===== config.mk =====
export PLATFORM = sky130hd
export DESIGN_NAME = grid_neighbourhood_move_diff_top
export DESIGN_NICKNAME = d
export VERILOG_FILES = /design/src/sv/gnmd_pkg.sv /design/src/sv/gnmd_front.sv /design/src/sv/gnmd_queue.sv /design/src/sv/gnmd_back.sv /design/src/sv/grid_neighbourhood_move_diff_top.sv
export SDC_FILE = /design/constraint.sdc
export NUM_CORES = 2
export LEC_CHECK = 0
export BUFFER_PORTS_ARGS = -buffer_cell sky130_fd_sc_hd__buf_2
export CORE_ASPECT_RATIO = 0.75
export CORE_MARGIN = 2
export CORE_UTILIZATION = 60
export CTS_CLUSTER_SIZE = 28
export DETAILED_ROUTE_END_ITERATION = 8
export PLACE_DENSITY = 0.88
export SYNTH_ARGS = -nofsm -noshare
export SYNTH_HDL_FRONTEND = slang
export SYNTH_HIERARCHICAL = 1
export SYNTH_SLANG_ARGS = --single-unit

===== constraint.sdc =====
create_clock -name i_clk -period 16.49 [get_ports i_clk]
set_input_delay 2.4735 -clock i_clk [delete_from_list [all_inputs] [get_ports i_clk]]
set_output_delay 2.4735 -clock i_clk [all_outputs]
set_load 0.01 [all_outputs]

===== src/sv/gnmd_pkg.sv =====
// package: shared types, codes and constants for the grid move diff block
`timescale 1ns / 1ps
`default_nettype none
package gnmd_pkg;

    localparam int unsigned REACH = 1;
    localparam int unsigned CFG_IDX_W = 2;
    localparam int unsigned CFG_DATA_W = 16;

    typedef enum logic [1:0] {
        CFG_CELL_WIDTH  = 2'd0,
        CFG_CELL_HEIGHT = 2'd1,
        CFG_GRID_ROWS   = 2'd2,
        CFG_GRID_COLS   = 2'd3
    } t_cfg_idx;

    typedef enum logic [2:0] {
        KIND_LEAVE  = 3'd0,
        KIND_ENTER  = 3'd1,
        KIND_MOVE   = 3'd2,
        KIND_REMOVE = 3'd3,
        KIND_ADD    = 3'd4,
        KIND_DONE   = 3'd5
    } t_kind;

    typedef enum logic [1:0] {
        ST_OK      = 2'd0,
        ST_OLD_OFF = 2'd1,
        ST_NEW_OFF = 2'd2
    } t_status;

    typedef struct packed {
        logic [15:0] mover_id;
        logic [15:0] old_x;
        logic [15:0] old_y;
        logic [15:0] new_x;
        logic [15:0] new_y;
    } t_in_beat;

    typedef struct packed {
        logic [15:0] mover_tag;
        logic [2:0]  kind;
        logic [31:0] cell_index;
        logic [1:0]  status;
        logic        last;
    } t_out_beat;

    // classified job handed from front to back
    typedef struct packed {
        logic [15:0] tag;
        t_status     status;
        logic [15:0] orow;
        logic [15:0] ocol;
        logic [15:0] nrow;
        logic [15:0] ncol;
    } t_job;

    // grid configuration seen by both parts
    typedef struct packed {
        logic [15:0] cell_w;
        logic [15:0] cell_h;
        logic [15:0] rows;
        logic [15:0] cols;
    } t_cfg;

endpackage
`default_nettype wire


===== src/sv/gnmd_front.sv =====
// front: divides positions by cell size and classifies the move
`timescale 1ns / 1ps
`default_nettype none
module gnmd_front (
    input  wire                  i_clk,
    input  wire                  i_rst_n,
    input  gnmd_pkg::t_cfg       i_cfg,
    input  wire                  i_valid,
    output logic                 o_stall,
    input  gnmd_pkg::t_in_beat   i_data,
    output logic                 o_job_valid,
    input  wire                  i_job_stall,
    output gnmd_pkg::t_job       o_job
);
    import gnmd_pkg::*;

    // four restoring dividers run side by side, one quotient bit per cycle
    logic        r_busy;
    logic [4:0]  r_cnt;
    logic [15:0] r_tag;
    logic [15:0] r_num [4];
    logic [15:0] r_rem [4];
    logic [15:0] r_quo [4];
    logic [15:0] r_div [4];
    logic        r_done;
    t_job        r_job;

    logic [15:0] n_num [4];
    logic [15:0] n_rem [4];
    logic [15:0] n_quo [4];
    logic [16:0] w_trial [4];
    logic [15:0] w_cell [4];
    logic        w_old_off;
    logic        w_new_off;

    assign o_stall = r_busy || (r_done && i_job_stall);
    assign o_job_valid = r_done;
    assign o_job = r_job;

    always_comb begin
        for (int k = 0; k < 4; k++) begin
            w_trial[k] = {r_rem[k], r_num[k][15]} - {1'b0, r_div[k]};
            n_num[k] = {r_num[k][14:0], 1'b0};
            if (!w_trial[k][16]) begin
                n_rem[k] = w_trial[k][15:0];
                n_quo[k] = {r_quo[k][14:0], 1'b1};
            end else begin
                n_rem[k] = {r_rem[k][14:0], r_num[k][15]};
                n_quo[k] = {r_quo[k][14:0], 1'b0};
            end
            // division by zero gives all ones, as does this loop
            w_cell[k] = r_quo[k];
        end
        // order: 0 orow, 1 ocol, 2 nrow, 3 ncol
        w_old_off = (w_cell[0] >= i_cfg.rows) || (w_cell[1] >= i_cfg.cols);
        w_new_off = (w_cell[2] >= i_cfg.rows) || (w_cell[3] >= i_cfg.cols);
    end

    always_ff @(posedge i_clk) begin
        if (!i_rst_n) begin
            r_busy <= 1'b0;
            r_done <= 1'b0;
            r_cnt  <= '0;
        end else begin
            if (r_done && !i_job_stall) r_done <= 1'b0;
            if (!o_stall && i_valid) begin
                r_busy <= 1'b1;
                r_cnt  <= 5'd0;
            end else if (r_busy) begin
                if (r_cnt == 5'd16) begin
                    r_busy <= 1'b0;
                    r_done <= 1'b1;
                end
                r_cnt <= r_cnt + 5'd1;
            end
        end
    end

    always_ff @(posedge i_clk) begin
        if (!o_stall && i_valid) begin
            r_tag <= i_data.mover_id;
            r_num[0] <= i_data.old_y; r_div[0] <= i_cfg.cell_h;
            r_num[1] <= i_data.old_x; r_div[1] <= i_cfg.cell_w;
            r_num[2] <= i_data.new_y; r_div[2] <= i_cfg.cell_h;
            r_num[3] <= i_data.new_x; r_div[3] <= i_cfg.cell_w;
            for (int k = 0; k < 4; k++) begin
                r_rem[k] <= '0;
                r_quo[k] <= '0;
            end
        end else if (r_busy && r_cnt != 5'd16) begin
            for (int k = 0; k < 4; k++) begin
                r_num[k] <= n_num[k];
                r_rem[k] <= n_rem[k];
                r_quo[k] <= n_quo[k];
            end
        end
        if (r_busy && r_cnt == 5'd16) begin
            r_job.tag  <= r_tag;
            r_job.orow <= w_cell[0];
            r_job.ocol <= w_cell[1];
            r_job.nrow <= w_cell[2];
            r_job.ncol <= w_cell[3];
            if (w_old_off)      r_job.status <= ST_OLD_OFF;
            else if (w_new_off) r_job.status <= ST_NEW_OFF;
            else                r_job.status <= ST_OK;
        end
    end
endmodule
`default_nettype wire


===== src/sv/gnmd_queue.sv =====
// queue: two-entry job fifo between front and back
`timescale 1ns / 1ps
`default_nettype none
module gnmd_queue (
    input  wire             i_clk,
    input  wire             i_rst_n,
    input  wire             i_valid,
    output logic            o_stall,
    input  gnmd_pkg::t_job  i_job,
    output logic            o_valid,
    input  wire             i_stall,
    output gnmd_pkg::t_job  o_job
);
    import gnmd_pkg::*;

    t_job       r_mem [2];
    logic       r_wp;
    logic       r_rp;
    logic [1:0] r_cnt;
    logic       w_push;
    logic       w_pop;

    assign o_stall = (r_cnt == 2'd2);
    assign o_valid = (r_cnt != 2'd0);
    assign o_job   = r_mem[r_rp];
    assign w_push  = i_valid && !o_stall;
    assign w_pop   = o_valid && !i_stall;

    always_ff @(posedge i_clk) begin
        if (!i_rst_n) begin
            r_wp <= 1'b0;
            r_rp <= 1'b0;
            r_cnt <= '0;
        end else begin
            if (w_push) r_wp <= ~r_wp;
            if (w_pop)  r_rp <= ~r_rp;
            r_cnt <= r_cnt + {1'b0, w_push} - {1'b0, w_pop};
        end
    end

    always_ff @(posedge i_clk) begin
        if (w_push) r_mem[r_wp] <= i_job;
    end
endmodule
`default_nettype wire


===== src/sv/gnmd_back.sv =====
// back: walks the windows and emits the result beats, taking no new job until the last one's done beat is loaded
`timescale 1ns / 1ps
`default_nettype none
module gnmd_back (
    input  wire                 i_clk,
    input  wire                 i_rst_n,
    input  gnmd_pkg::t_cfg      i_cfg,
    input  wire                 i_valid,
    output logic                o_stall,
    input  gnmd_pkg::t_job      i_job,
    output logic                o_valid,
    input  wire                 i_stall,
    output gnmd_pkg::t_out_beat o_data
);
    import gnmd_pkg::*;

    typedef enum logic [6:0] {
        S_IDLE  = 7'b0000001,
        S_LEAVE = 7'b0000010,
        S_ENTER = 7'b0000100,
        S_MOVE  = 7'b0001000,
        S_REM   = 7'b0010000,
        S_ADD   = 7'b0100000,
        S_DONE  = 7'b1000000
    } t_state;

    t_state      r_state;
    t_job        r_job;
    logic [15:0] r_or0, r_or1, r_oc0, r_oc1;
    logic [15:0] r_nr0, r_nr1, r_nc0, r_nc1;
    logic [15:0] r_r, r_c;
    logic [31:0] r_rowbase;
    logic        r_ovalid;
    t_out_beat   r_out;
    // row base multiply is registered: the walk idles while each window row's base is loaded
    logic        r_base_ok;

    logic [15:0] w_r0, w_r1, w_c0, w_c1;
    logic        w_in_o, w_in_n, w_emit, w_row_end, w_win_end;
    logic        w_adv;
    logic        w_fire;
    t_kind       w_kind;
    logic [31:0] w_idx;
    logic [16:0] w_tr1, w_tc1;
    logic [16:0] w_tr2, w_tc2;

    // output register frees as soon as its beat is taken
    assign w_adv   = !r_ovalid || !i_stall;
    assign o_valid = r_ovalid;
    assign o_data  = r_out;
    assign o_stall = !(r_state == S_IDLE);

    always_comb begin
        w_r0 = r_or0; w_r1 = r_or1; w_c0 = r_oc0; w_c1 = r_oc1;
        if (r_state != S_LEAVE) begin
            w_r0 = r_nr0; w_r1 = r_nr1; w_c0 = r_nc0; w_c1 = r_nc1;
        end
        w_in_o = r_r >= r_or0 && r_r <= r_or1 && r_c >= r_oc0 && r_c <= r_oc1;
        w_in_n = r_r >= r_nr0 && r_r <= r_nr1 && r_c >= r_nc0 && r_c <= r_nc1;
        unique case (r_state)
            S_LEAVE: w_emit = !w_in_n;
            S_ENTER: w_emit = !w_in_o;
            default: w_emit = 1'b1;
        endcase
        w_row_end = (r_c == w_c1);
        w_win_end = w_row_end && (r_r == w_r1);
        w_idx = r_rowbase + {16'd0, r_c};
        unique case (r_state)
            S_LEAVE: w_kind = KIND_LEAVE;
            S_ENTER: w_kind = KIND_ENTER;
            S_MOVE:  w_kind = KIND_MOVE;
            S_REM:   w_kind = KIND_REMOVE;
            S_ADD:   w_kind = KIND_ADD;
            default: w_kind = KIND_DONE;
        endcase
        // a new beat is loaded into the output register this cycle
        w_fire = w_adv && ((r_state == S_ADD) || (r_state == S_DONE) ||
                 (r_base_ok && w_emit && (r_state == S_LEAVE || r_state == S_ENTER ||
                                          r_state == S_MOVE)));
        w_tr1 = {1'b0, r_job.orow} + 17'(REACH);
        w_tc1 = {1'b0, r_job.ocol} + 17'(REACH);
        w_tr2 = {1'b0, r_job.nrow} + 17'(REACH);
        w_tc2 = {1'b0, r_job.ncol} + 17'(REACH);
    end

    function automatic logic [15:0] f_lo(input logic [15:0] v);
        f_lo = (v >= 16'(REACH)) ? v - 16'(REACH) : 16'd0;
    endfunction

    function automatic logic [15:0] f_hi(input logic [16:0] v, input logic [15:0] n);
        f_hi = (v > {1'b0, n} - 17'd1) ? n - 16'd1 : v[15:0];
    endfunction

    always_ff @(posedge i_clk) begin
        if (!i_rst_n) begin
            r_state   <= S_IDLE;
            r_ovalid  <= 1'b0;
            r_base_ok <= 1'b0;
        end else begin
            r_ovalid <= w_fire || (r_ovalid && i_stall);
            unique case (r_state)
                S_IDLE: begin
                    if (i_valid) begin
                        r_job <= i_job;
                        r_state <= (i_job.status == ST_OK) ? S_REM : S_DONE;
                        r_base_ok <= 1'b0;
                        // S_REM serves here as the window setup step
                    end
                end
                S_LEAVE, S_ENTER, S_MOVE: begin
                    if (!r_base_ok) begin
                        r_rowbase <= 32'(r_r) * 32'(i_cfg.cols);
                        r_base_ok <= 1'b1;
                    end else if (!w_emit || w_adv) begin
                        if (w_emit) begin
                            r_out <= '{r_job.tag, w_kind, w_idx, ST_OK, 1'b0};
                        end
                        if (w_win_end) begin
                            r_base_ok <= 1'b0;
                            r_r <= r_nr0; r_c <= r_nc0;
                            if (r_state == S_LEAVE) r_state <= S_ENTER;
                            else if (r_state == S_ENTER) r_state <= S_MOVE;
                            else if (r_job.orow != r_job.nrow ||
                                     r_job.ocol != r_job.ncol) r_state <= S_ADD;
                            else r_state <= S_DONE;
                            r_rowbase <= 32'(r_job.orow) * 32'(i_cfg.cols);
                        end else if (w_row_end) begin
                            r_base_ok <= 1'b0;
                            r_r <= r_r + 16'd1; r_c <= w_c0;
                        end else begin
                            r_c <= r_c + 16'd1;
                        end
                    end
                end
                S_REM: begin
                    if (!r_base_ok) begin
                        // setup: compute windows
                        r_or0 <= f_lo(r_job.orow); r_or1 <= f_hi(w_tr1, i_cfg.rows);
                        r_oc0 <= f_lo(r_job.ocol); r_oc1 <= f_hi(w_tc1, i_cfg.cols);
                        r_nr0 <= f_lo(r_job.nrow); r_nr1 <= f_hi(w_tr2, i_cfg.rows);
                        r_nc0 <= f_lo(r_job.ncol); r_nc1 <= f_hi(w_tc2, i_cfg.cols);
                        r_r <= f_lo(r_job.orow); r_c <= f_lo(r_job.ocol);
                        r_state <= S_LEAVE;
                    end
                end
                S_ADD: begin
                    // first emit remove (base holds orow*cols), then add
                    if (w_adv) begin
                        if (!r_base_ok) begin
                            r_out <= '{r_job.tag, KIND_REMOVE,
                                       r_rowbase + {16'd0, r_job.ocol}, ST_OK, 1'b0};
                            r_rowbase <= 32'(r_job.nrow) * 32'(i_cfg.cols);
                            r_base_ok <= 1'b1;
                        end else begin
                            r_out <= '{r_job.tag, KIND_ADD,
                                       r_rowbase + {16'd0, r_job.ncol}, ST_OK, 1'b0};
                            r_state <= S_DONE;
                        end
                    end
                end
                S_DONE: begin
                    if (w_adv) begin
                        r_out <= '{r_job.tag, KIND_DONE, 32'd0, r_job.status, 1'b1};
                        r_state <= S_IDLE;
                    end
                end
                default: r_state <= S_IDLE;
            endcase
        end
    end
endmodule
`default_nettype wire


===== src/sv/grid_neighbourhood_move_diff_top.sv =====
// top level: grid move diff block with config registers, front, queue and back
`timescale 1ns / 1ps
`default_nettype none
// Area-of-interest update for one mover. Each input beat carries a mover's old
// and new position; the block finds both home cells (position / cell size),
// builds the reach-1 windows clipped to the grid and emits result beats: leave
// for cells only in the old window, enter for cells only in the new window,
// move for every new-window cell, then remove-home and add-home when the home
// cell changed, and always a closing done beat (last = 1) with status.
// The front runs four 16-bit restoring dividers in parallel, one quotient bit a
// cycle; a two-entry queue lets it work on the next item while the back drains.
// The back takes the job and runs a setup step, then in each of the leave, enter
// and move walks loads a registered row base for every window row and visits
// every window cell, then emits the home beats and the done beat; an off-grid
// item goes straight to its done beat.
// Configuration is written with i_cfg_we / i_cfg_idx / i_cfg_data and must only
// change while idle.
module grid_neighbourhood_move_diff_top (
    input  wire                   i_clk,
    input  wire                   i_rst_n,
    input  wire                   i_cfg_we,
    input  wire [1:0]             i_cfg_idx,
    input  wire [15:0]            i_cfg_data,
    input  wire                   i_valid,
    output logic                  o_stall,
    input  gnmd_pkg::t_in_beat    i_data,
    output logic                  o_valid,
    input  wire                   i_stall,
    output gnmd_pkg::t_out_beat   o_data
);
    import gnmd_pkg::*;

    t_cfg  r_cfg;
    logic  w_fj_valid, w_fj_stall, w_bj_valid, w_bj_stall;
    t_job  w_fj, w_bj;

    // config registers, reset to one
    always_ff @(posedge i_clk) begin
        if (!i_rst_n) begin
            r_cfg <= '{16'd1, 16'd1, 16'd1, 16'd1};
        end else if (i_cfg_we) begin
            unique case (t_cfg_idx'(i_cfg_idx))
                CFG_CELL_WIDTH:  r_cfg.cell_w <= i_cfg_data;
                CFG_CELL_HEIGHT: r_cfg.cell_h <= i_cfg_data;
                CFG_GRID_ROWS:   r_cfg.rows   <= i_cfg_data;
                CFG_GRID_COLS:   r_cfg.cols   <= i_cfg_data;
                default: ;
            endcase
        end
    end

    gnmd_front u_front (
        .i_clk, .i_rst_n, .i_cfg(r_cfg),
        .i_valid, .o_stall, .i_data,
        .o_job_valid(w_fj_valid), .i_job_stall(w_fj_stall), .o_job(w_fj)
    );

    gnmd_queue u_queue (
        .i_clk, .i_rst_n,
        .i_valid(w_fj_valid), .o_stall(w_fj_stall), .i_job(w_fj),
        .o_valid(w_bj_valid), .i_stall(w_bj_stall), .o_job(w_bj)
    );

    gnmd_back u_back (
        .i_clk, .i_rst_n, .i_cfg(r_cfg),
        .i_valid(w_bj_valid), .o_stall(w_bj_stall), .i_job(w_bj),
        .o_valid, .i_stall, .o_data
    );
endmodule
`default_nettype wire


==> summary.txt <==
Outcome
  • Outcome: complete, no violations

GRT
  • Total congestion overflow: 0
  • Antenna violations before repair: 3
  • Maximum number of pins on one net before global-route repair: 121
  • Vias in the first global route: 54700
  • GRT Resource Usage Total: 32.7%
  • Wire length of the first global-routing pass: 317 mm

Timing
  • Tightest Pin Transition: 1.25 ns
  • Worst Hold Margin: 0.407 ns
  • Setup_tns: 0 ns
  • Post-Route Skew: 0.0620 ns
  • Setup repair after global routing missed its margin: false
  • Shortest clock period the worst path allows after layout: 7.79 ns
  • Count of pins over their slew limit: 0
  • Final worst slack: 8.70 ns
  • Portion of the clock cycle consumed by the worst path in the final layout: 47.2%
  • Highest clock rate: 128 MHz
  • Final count of hold timing violations: 0
  • Slew HR: 16.7%
  • Final number of setup-violating endpoints: 0

Finish
  • Fraction of layout instances using a drive strength above 1: 7.31%
  • Area growth syn-to-layout: 6.67%
  • Final nets: 8552

Clock network
  • Number of gates resized after cts: 0
  • Worst skew pair latency: 0.72 ns
  • TritonCTS buffer count: 88
  • Root buffer selected by CTS: clkbuf_16
  • Worst-case clock buffer depth: 3
  • Post-CTS setup-driven buffer insertion count: 0
  • CTS H-tree lvls: 3
  • Clock tree from TritonCTS: yes
  • Post-CTS Hold Fix Bufs: 0
  • Post-CTS clock slew at the launch and capture registers of the worst setup and hold paths: 0.06 ns
  • Number of clock sinks seen by CTS: 899

Drt
  • Via count: 54600
  • Number of violations reported at the end of detailed-routing iteration 0: 6346
  • Post-Route WL: 208 mm
  • Post-route antenna net violation count: 0
  • Routed len/inst: 23.3 µm
  • 1st-pass router iterations: 9
  • Remaining DRCs: 0
  • Routed via count divided by cell count: 6.14

Floorplan
  • Width of the die: 411 µm
  • Number of placement rows: 111
  • Starting Density: 60.8%
  • Top-level I/O count: 159
  • Area enclosed by the die boundary: 127000 µm²
  • DIE HEIGHT: 309 µm
  • Floorplan Core Area: 123000 µm²

Placement
  • Worst setup timing slack at the placement stage: 8.80 ns
  • Detail Placement HPWL: 151 mm
  • Input/output buffers: 158
  • Final estimated routing congestion in global placement: 0.987

Setup path
  • Cells traversed along the worst timing path: buf_4, nand2_1, fa_1, inv_1, fa_1, fa_1, fa_1, fa_1, inv_1, fa_1, inv_1, ha_1, a21oi_1, o21ai_0, a32oi_1, a21oi_1, nor4bb_1, nor2_1, a21o_1, a21oi_1, xor2_1, a21oi_1
  • Data required time of the worst path: 16.95 ns
  • Classification of the worst setup path: flop to flop
  • Source of the worst register-to-register timing path: r_cfg[7]
  • Worst Setup End Kind: flop
  • Largest stage delay on the critical path: 0.85 ns
  • Critical path peak fanout: 32
  • Reg2reg end: u_back/r_rowbase[29]
  • Critical Path Start Type: flop
  • Worst setup path end: u_back/r_rowbase[29]
  • Number of cells traversed by the worst register-to-register path: 22
  • Internal reg-to-reg setup slack: 8.70 ns
  • Cell at the slowest stage of the critical path: nor4bb_1
  • Most used cell along the critical path: fa_1
  • CP startpoint: r_cfg[7]
  • Data arrival time of the critical path: 8.25 ns

Job
  • Number of max-capacitance violations reported: 0

Yosys
  • Area share of the largest cell type after synthesis: 32.7%
  • Synthesis Warnings: 6
  • Primary flip-flop cell chosen by synthesis mapping: edfxtp_1
  • Synth Cell Area: 74500 µm²
  • Fraction of registers with async set or reset after synthesis: 0%
  • Instance count of the mapped netlist: 7214
  • Number of different library cells in the post-synthesis netlist: 98
  • Cell accounting for the most synthesized area: edfxtp_1
  • Average size of a mapped cell: 10.3 µm²
  • Leading cell types by count after synthesis: inv_1 (977), nand2_1 (816), edfxtp_1 (811)
  • EDFF count, synth: 811
  • Sequential cell area fraction in the yosys report: 35.1%
  • Number of flip-flops and latches in the synthesized netlist: 899
  • Most repeated cell in the gate-level netlist after synthesis: inv_1
  • Post-synthesis net count: 8576
  • Cell types occupying the most area after synthesis: edfxtp_1 (33%), fa_1 (16%), ha_1 (11%), inv_1 (4.9%), nand2_1 (4.1%)

Worst hold path
  • Worst hold stages: 0
  • Hold/Removal Path Class: flop to flop

Power
  • Power Dens Cells: 95.1 nW/µm²
  • Static Leakage: 35.1 nW
  • VDD IR max: 0.108 mV
[stage by stage]
stage               total power, mW  instances  utilization [%]  cell area (µm²)
floorplan                      4.70       7214                -            74500
global route                   7.89       8903             64.8            79500
detailed placement             5.44       8738             62.4            76600
global placement               5.35       8738             62.4            76600
CTS                            7.49       8903             64.8            79500
finish                         7.56       8906             64.8            79500
[worst min path at each step]
stage,startpoint,slack (ns),endpoint
6_report,u_back/r_job[79],0.41,u_back/o_data[51]
4_1_cts,u_back/r_job[79],0.41,u_back/o_data[51]
2_1_floorplan,u_back/r_job[66],0.40,u_back/o_data[38]
5_1_grt,u_back/r_job[79],0.42,u_back/o_data[51]
3_5_place_dp,u_back/r_job[70],0.40,u_back/o_data[42]
3_3_place_gp,u_back/r_job[67],0.40,u_back/o_data[39]
[sequential cells by signal, summed over array words and instances (netlist names), 54 cells and up, named ones only]
register and count:
r_cfg 64, u_back/r_job 82, u_front/r_quo 64, u_front/r_rem 64, u_back/o_data 54, u_front/r_num 64
u_front/o_job 82, u_queue/r_mem 164
[worst max-delay path: cells and delay by family, from the launching register on]
family                   cells  cell delay [ns]
buffers and inverters        4             0.67
XOR/XNOR                     1             0.17
adder cells (fa/ha/maj)      7             3.41
AND/OR/NAND/NOR              3             1.21
flip-flops                   1             0.65
AO/OA/AOI/OAI                7             1.43
[kinds of logic (layout without fill, tap and decap cells)]
logic type	after synthesis	in the layout	share of synthesized area, %
buffers and inverters	1341	1392	7.06
and+or+nand+nor	2091	2091	13.7
DFF	899	899	35.1
xor gates and xnor gates	395	395	4.65
other	0	3	0
adders and majority gates	1259	1259	27.1
AOI/OAI and AO/OA	934	934	8.01
muxes	295	295	4.51
[cell type report]
class / instances / area, µm²
Multi-Input combinational cell: 4974 / 43200
Fill cell: 9075 / 43200
Sequential cell: 899 / 26100
Inverter: 978 / 3680
Clock buffer: 127 / 2490
Tap cell: 1638 / 2050
Timing Repair Buffer: 249 / 1480
Clock inverter: 38 / 425
Antenna cell: 3 / 7.51
[per-layer routing]
metal / global-route usage [%] / wire, µm
met1: 46.0 / 84300
met5: 0 / 13
met2: 47.8 / 87800
met3: 9.34 / 26600
met4: 12.9 / 8810
[cells in the final DEF, fill, tap and decap left out, types with 78 or more instances in the layout]
| master | count |
|---|---|
| xnor2_1 | 208 |
| nor2_1 | 321 |
| clkbuf_16 | 90 |
| mux2_4 | 80 |
| inv_1 | 976 |
| mux2i_1 | 211 |
| fa_1 | 587 |
| nand3_1 | 99 |
| o21ai_0 | 225 |
| edfxtp_1 | 811 |
| buf_2 | 157 |
| a21o_1 | 107 |
| and2_1 | 423 |
| xor2_1 | 184 |
| a21oi_1 | 275 |
| nand2_1 | 816 |
| nand4_1 | 78 |
| ha_1 | 672 |
| buf_4 | 92 |
[report_power, final]
group	switching, mW	internal (mW)
Combinational	1.63	0.962
Clock	0.933	1.12
Sequential	0.198	2.71
Total	2.76	4.79
(Power assumes the default switching activity.)
